## config.mk

```make
export PLATFORM = sky130hd
export DESIGN_NAME = rfc_frame_core
export DESIGN_NICKNAME = d
export VERILOG_FILES = /design/src/rtl/core/rfc_pkg.sv /design/src/rtl/core/rfc_frame_core.sv
export SDC_FILE = /design/constraint.sdc
export NUM_CORES = 1
export LEC_CHECK = 0
export BUFFER_PORTS_ARGS = -buffer_cell sky130_fd_sc_hd__buf_2
export CAP_MARGIN = 20
export CORE_MARGIN = 2
export CORE_UTILIZATION = 40
export CTS_BUF_LIST = sky130_fd_sc_hd__clkbuf_4 sky130_fd_sc_hd__clkbuf_8
export CTS_CLUSTER_SIZE = 12
export DETAILED_ROUTE_END_ITERATION = 12
export GPL_TIMING_DRIVEN = 0
export PLACE_DENSITY = 0.72
export SLEW_MARGIN = 20
export SYNTH_ARGS = -nofsm -noshare
export SYNTH_HDL_FRONTEND = slang
export SYNTH_SLANG_ARGS = --single-unit
```

## constraint.sdc

```tcl
create_clock -name clk -period 6.31 [get_ports clk]
set_clock_uncertainty 0.2 [all_clocks]
set_input_delay 0.9465 -clock clk [delete_from_list [all_inputs] [get_ports clk]]
set_output_delay 0.9465 -clock clk [all_outputs]
set_load 0.01 [all_outputs]
```

## src/rtl/core/rfc_pkg.sv

```systemverilog
`default_nettype none
// ----------------------------------------------------------------------------
// rfc_pkg
// Shared types and constants of the response frame checker: header layout,
// verdict codes and the per-byte result record.
// ----------------------------------------------------------------------------
package rfc_pkg;

  // Frame layout: header bytes, then payload, then one checksum byte.
  localparam int HEADER_BYTES = 6;
  // The position counter reaches HEADER_BYTES + 255 at most.
  localparam int POS_W        = 9;

  // Header byte positions that are checked.
  localparam logic [POS_W-1:0] POS_START    = POS_W'(0);
  localparam logic [POS_W-1:0] POS_ADDR     = POS_W'(1);
  localparam logic [POS_W-1:0] POS_ADDR_INV = POS_W'(2);
  localparam logic [POS_W-1:0] POS_LENGTH   = POS_W'(5);
  localparam logic [POS_W-1:0] POS_PAYLOAD  = POS_W'(HEADER_BYTES);

  // Verdict reported with the checksum byte.
  typedef enum logic [1:0] {
    STATUS_BUSY    = 2'd0,
    STATUS_OK      = 2'd1,
    STATUS_HDR_ERR = 2'd2,
    STATUS_SUM_ERR = 2'd3
  } status_t;

  // One result per received byte.
  typedef struct packed {
    logic       payload_valid;
    logic [7:0] payload_byte;
    logic       frame_done;
    status_t    frame_status;
  } result_t;

endpackage : rfc_pkg
`default_nettype wire

```

## src/rtl/core/rfc_frame_core.sv

```systemverilog
`default_nettype none
// ----------------------------------------------------------------------------
// rfc_frame_core
// Frame tracking state, header checks and the running checksum. Produces the
// result for the byte at its input and updates the frame state when that
// byte is taken.
// ----------------------------------------------------------------------------
module rfc_frame_core
  import rfc_pkg::*;
(
  input  wire logic       clk,
  input  wire logic       rst_n,
  input  wire logic       cfg_wr_en,
  input  wire logic [7:0] cfg_wr_data,
  input  wire logic       take,
  input  wire logic [7:0] rx_byte,
  input  wire logic [7:0] expected_length,
  output result_t         result,
  output logic            frame_idle
);

  logic [7:0]       dev_addr_r;
  logic [POS_W-1:0] pos_r,    pos_nxt;
  logic [7:0]       sum_r,    sum_nxt;
  logic             hdr_bad_r, hdr_bad_nxt;
  logic [7:0]       len_r,    len_nxt;

  logic [7:0]       len_cur;
  logic [POS_W-1:0] csum_pos;
  logic             is_csum;
  logic             hdr_mismatch;

  // The length is sampled on the first byte of a frame.
  assign len_cur  = (pos_r == POS_START) ? expected_length : len_r;
  assign csum_pos = POS_PAYLOAD + POS_W'(len_cur);
  assign is_csum  = (pos_r == csum_pos);

  // Header field checks against the configured address and the length.
  always_comb begin
    hdr_mismatch = 1'b0;
    if ((pos_r == POS_ADDR) && (rx_byte != dev_addr_r)) begin
      hdr_mismatch = 1'b1;
    end
    if ((pos_r == POS_ADDR_INV) && (rx_byte != ~dev_addr_r)) begin
      hdr_mismatch = 1'b1;
    end
    if ((pos_r == POS_LENGTH) && (rx_byte != len_cur)) begin
      hdr_mismatch = 1'b1;
    end
  end

  // Result and next frame state for the current byte.
  always_comb begin
    result.payload_valid = 1'b0;
    result.payload_byte  = 8'd0;
    result.frame_done    = 1'b0;
    result.frame_status  = STATUS_BUSY;
    pos_nxt              = pos_r;
    sum_nxt              = sum_r;
    hdr_bad_nxt          = hdr_bad_r;
    len_nxt              = len_cur;
    if (is_csum) begin
      result.frame_done = 1'b1;
      if (hdr_bad_r) begin
        result.frame_status = STATUS_HDR_ERR;
      end else if (rx_byte != ~sum_r) begin
        result.frame_status = STATUS_SUM_ERR;
      end else begin
        result.frame_status = STATUS_OK;
      end
      pos_nxt     = POS_START;
      sum_nxt     = 8'd0;
      hdr_bad_nxt = 1'b0;
      len_nxt     = 8'd0;
    end else begin
      if (pos_r >= POS_PAYLOAD) begin
        result.payload_valid = 1'b1;
        result.payload_byte  = rx_byte;
      end
      hdr_bad_nxt = hdr_bad_r | hdr_mismatch;
      sum_nxt     = sum_r + rx_byte;
      pos_nxt     = pos_r + POS_W'(1);
    end
  end

  // Configuration register and frame state.
  always_ff @(posedge clk) begin
    if (!rst_n) begin
      dev_addr_r <= 8'd0;
      pos_r      <= POS_START;
      sum_r      <= 8'd0;
      hdr_bad_r  <= 1'b0;
      len_r      <= 8'd0;
    end else begin
      if (cfg_wr_en) begin
        dev_addr_r <= cfg_wr_data;
      end
      if (take) begin
        pos_r     <= pos_nxt;
        sum_r     <= sum_nxt;
        hdr_bad_r <= hdr_bad_nxt;
        len_r     <= len_nxt;
      end
    end
  end

  assign frame_idle = (pos_r == POS_START);

endmodule : rfc_frame_core
`default_nettype wire

```

==> metrics.md <==
| Metric | Value |
|---|---|
| Cell count of the worst reg-to-reg path | `17` |
| Slowest-stage cell, CP | `mux2i_1` |
| Max-cap check violation count | `0` |
| Largest net degree at the start of global routing | `13` |
| Crit path kind | `reg -> out` |
| Leading area contributor after synthesis | `dfxtp_1` |
| Number of synthesized flops with an enable pin | `0` |
| Total negative slack | `0 ns` |
| Min Hold Slack | `0.2744 ns` |
| Post-CTS sizing | `0` |
| Area occupied by registers | `between 600 and 700 um^2` |
| Nets | `403` |
| Power Density | `224.6 nW/um^2` |
| Number of post-CTS setup repair buffers | `0` |
| Syn nets | `between 300 and 400` |
| Crit Reg-Reg Endpoint | `sum_r[5]` |
| Highest Clock Rate | `approximately 170 MHz` |
| Clock-pin slew on the worst setup and hold paths | `approximately 0.090 ns` |
| Syn_area_per_cell | `8.398 um^2` |
| Clock Latency Late Sink | `0.30 ns` |
| Detailed placer's ending HPWL | `approximately 5000 um` |
| H-tree levels | `2` |
| Clock sink count | `34` |
| Final worst path period share | `94.62%` |
| Critical Path RT | `about 5.2 ns` |
| R2r setup slk | `about 1.5 ns` |
| Worst path max stage delay | `0.45 ns` |
| Final Wtd Congestion | `0.8432` |
| Post-place setup slack | `0.5296 ns` |
| Post-Syn Instances | `319` |
| Critical path capture point type | `primary output` |
| Tot GR Track Use | `roughly a fifth` |
| Leakage Power | `1.326 nW` |
| Startpoint types | `flop` |
| FP Rows | `29` |
| Slew headroom | `53.97%` |
| Layout cell share with drive strength beyond 1 | `20.11%` |
| CTS tree | `built` |
| Synth cell types | `62` |
| DRC marker count from the first detailed-route iteration | `151` |
| Critical path fanouts, max | `10` |
| Die area | `~7400 um^2` |
| Total CTS buffers | `5` |
| Most common cell after layout, fill and taps aside | `buf_2` |
| Root Driver | `clkbuf_8` |
| Via count | `2525` |
| # diodes | `0` |
| WHS Path Cells | `2` |
| Share of the synthesized area in the top cell type | `25.41%` |
| Port bufs | `36` |
| Asr flop ratio synth | `0%` |
| Die Ht | `between 80 and 90 um` |
| Synthesis-to-finish area growth | `14.90%` |
| Core ar. | `6422 um^2` |
| Cts hold-fix bufs | `0` |
| GR Overflow Total | `0` |
| DR WL/cell | `15.34 um` |
| Mapped Area | `roughly 2700 um^2` |
| Global-route wire length before repair | `11300 um` |
| Initial core utilization | `41.71%` |
| Worst-margin pin slew | `0.6713 ns` |
| Reg2reg start | `pos_r[0]` |
| Clk buf depth | `2` |
| # IOs | `41` |
| Initial antenna violation count | `0` |
| Drt total wl | `a little under 7000 um` |
| RSZ-0062 raised after global routing | `false` |
| Fin. max-slew vios | `0` |
| Fill count | `just over 600` |
| Yosys warnings | `0` |
| PnR worst setup slack | `approximately 0.34 ns` |
| Crit path time final | `between 5 and 6 ns` |
| Residual DRC | `0` |
| Top cells by area, synth | `dfxtp_1 (25%), mux2i_1 (6.7%), xnor2_1 (6.5%)` |
| Hold wc startpoint | `len_r[1]` |
| Worst vdd ir | `119.2 uV` |
| Arrival time worst endpoint | `4.82 ns` |
| Fin. Hold Viols | `0` |
| Drt via density | `roughly 5.7` |
| Drt pass-1 iters | `6` |
| Final ANT Viol Nets | `0` |
| Placement Cell Area | `2955 um^2` |
| Crit path cell chain | `inv_1 -> ha_1 -> nor4b_4 -> nand2_2 -> inv_1 -> buf_6 -> mux2i_1 -> ha_1 -> xor2_1 -> nor2_1 -> o32ai_2 -> o21ai_2 -> a2111oi_4 -> o21ai_2 -> a21boi_2 -> and2_1 -> buf_2` |
| Multi-input logic area | `1851 um^2` |
| Endpoints failing setup | `0` |
| Min-Delay Path Class | `reg -> reg` |
| Vias in the first global route | `between 2000 and 2500` |
| Total Power | `0.0006912 W` |
| Design area | `3078 um^2` |
| Yosys reg bits | `34` |
| Register area share after synthesis | `25.41%` |
| Die width | `85.84 um` |
| Main synth FF type | `dfxtp_1` |
| Most frequent cells in the layout | `buf_2 (40), nor2_1 (37), dfxtp_1 (34), xnor2_1 (20), mux2i_1 (18)` |
| Outcome | `finished clean` |
| Worst hold endpoint | `len_r[1]` |
sequential cells by signal (all words and copies together), names as in the netlist:
signal and cells:
pos_r 9, len_r 8, dev_addr_r 8, hdr_bad_r 1, sum_r 8
kinds of logic after synthesis:
| group | synth area share (%) |
|---|---|
| buf+inv | 5.838 |
| xor+xnor | 11.77 |
| flops | 25.41 |
| compound gates | 19.52 |
| fa+ha+maj | 6.352 |
| simple gates | 24.38 |
| mux | 6.726 |
routing by layer:
layer	wire, um	global-route usage, %
met3	439	4.620
met2	3034	29.62
met1	3116	26.35
met5	0	0
met4	157	5.628
power breakdown:
group	switching (W)	leakage (nW)	internal, W
logic	0.000132	0.997	0.000103
registers	0.0000172	0.279	0.000234
clock network	0.0000878	0.0504	0.000118
worst max path at each step:
| stage | from | endpoint | slack (ns) | depth (start not counted) |
|---|---|---|---|---|
| after floorplan | pos_r[0] | result[10] | 1.45 | 16 |
| after global placement | pos_r[0] | result[10] | 0.59 | 17 |
| after detailed placement | pos_r[0] | result[10] | 0.53 | 17 |
| after CTS | pos_r[0] | result[10] | 0.20 | 17 |
| after global routing | pos_r[0] | result[10] | 0.03 | 17 |
| final | pos_r[0] | result[10] | 0.34 | 17 |
Yosys cell counts, types with 3 or more instances:
master / n
xnor2_1: 20
nor4_1: 5
nor2_1: 37
buf_2: 4
clkbuf_1: 9
ha_1: 12
a22o_1: 3
nand4_1: 12
and2_1: 9
o31ai_1: 3
a21o_1: 4
a21oi_1: 9
inv_1: 10
nor3_1: 13
nand2_1: 15
buf_6: 3
buf_4: 3
a311oi_1: 4
mux2i_1: 18
dfxtp_1: 34
o21ai_0: 9
xor2_1: 16
a31oi_1: 3
o211ai_1: 3
nand2b_1: 4
nand3_1: 13
per-stage QoR:
stage / instances / utilization (%)
floorplan: 319 / -
global placement: 432 / 46.02
detailed placement: 432 / 46.02
CTS: 440 / 47.79
global route: 440 / 47.93
finish: 440 / 47.93
worst max-delay path, delay by kind of cell (launching register included):
family / cells / cell delay [ns]
simple gates: 4 / 0.86
fa+ha+maj: 2 / 0.58
mux: 1 / 0.45
xor+xnor: 1 / 0.30
compound gates: 5 / 1.24
buf+inv: 4 / 0.72
flops: 1 / 0.37
layout make-up:
class | instances | area share, %
clock buffers | 5 | 2.236
repair buffers | 36 | 5.854
plain buffers | 20 | 3.740
flip-flops and latches | 34 | 22.11
multi-input cells | 254 | 60.12
well taps | 77 | 3.130
clock inverters | 3 | 1.463
inverters | 11 | 1.341
No activity file was read; power rests on OpenSTA's default activity.
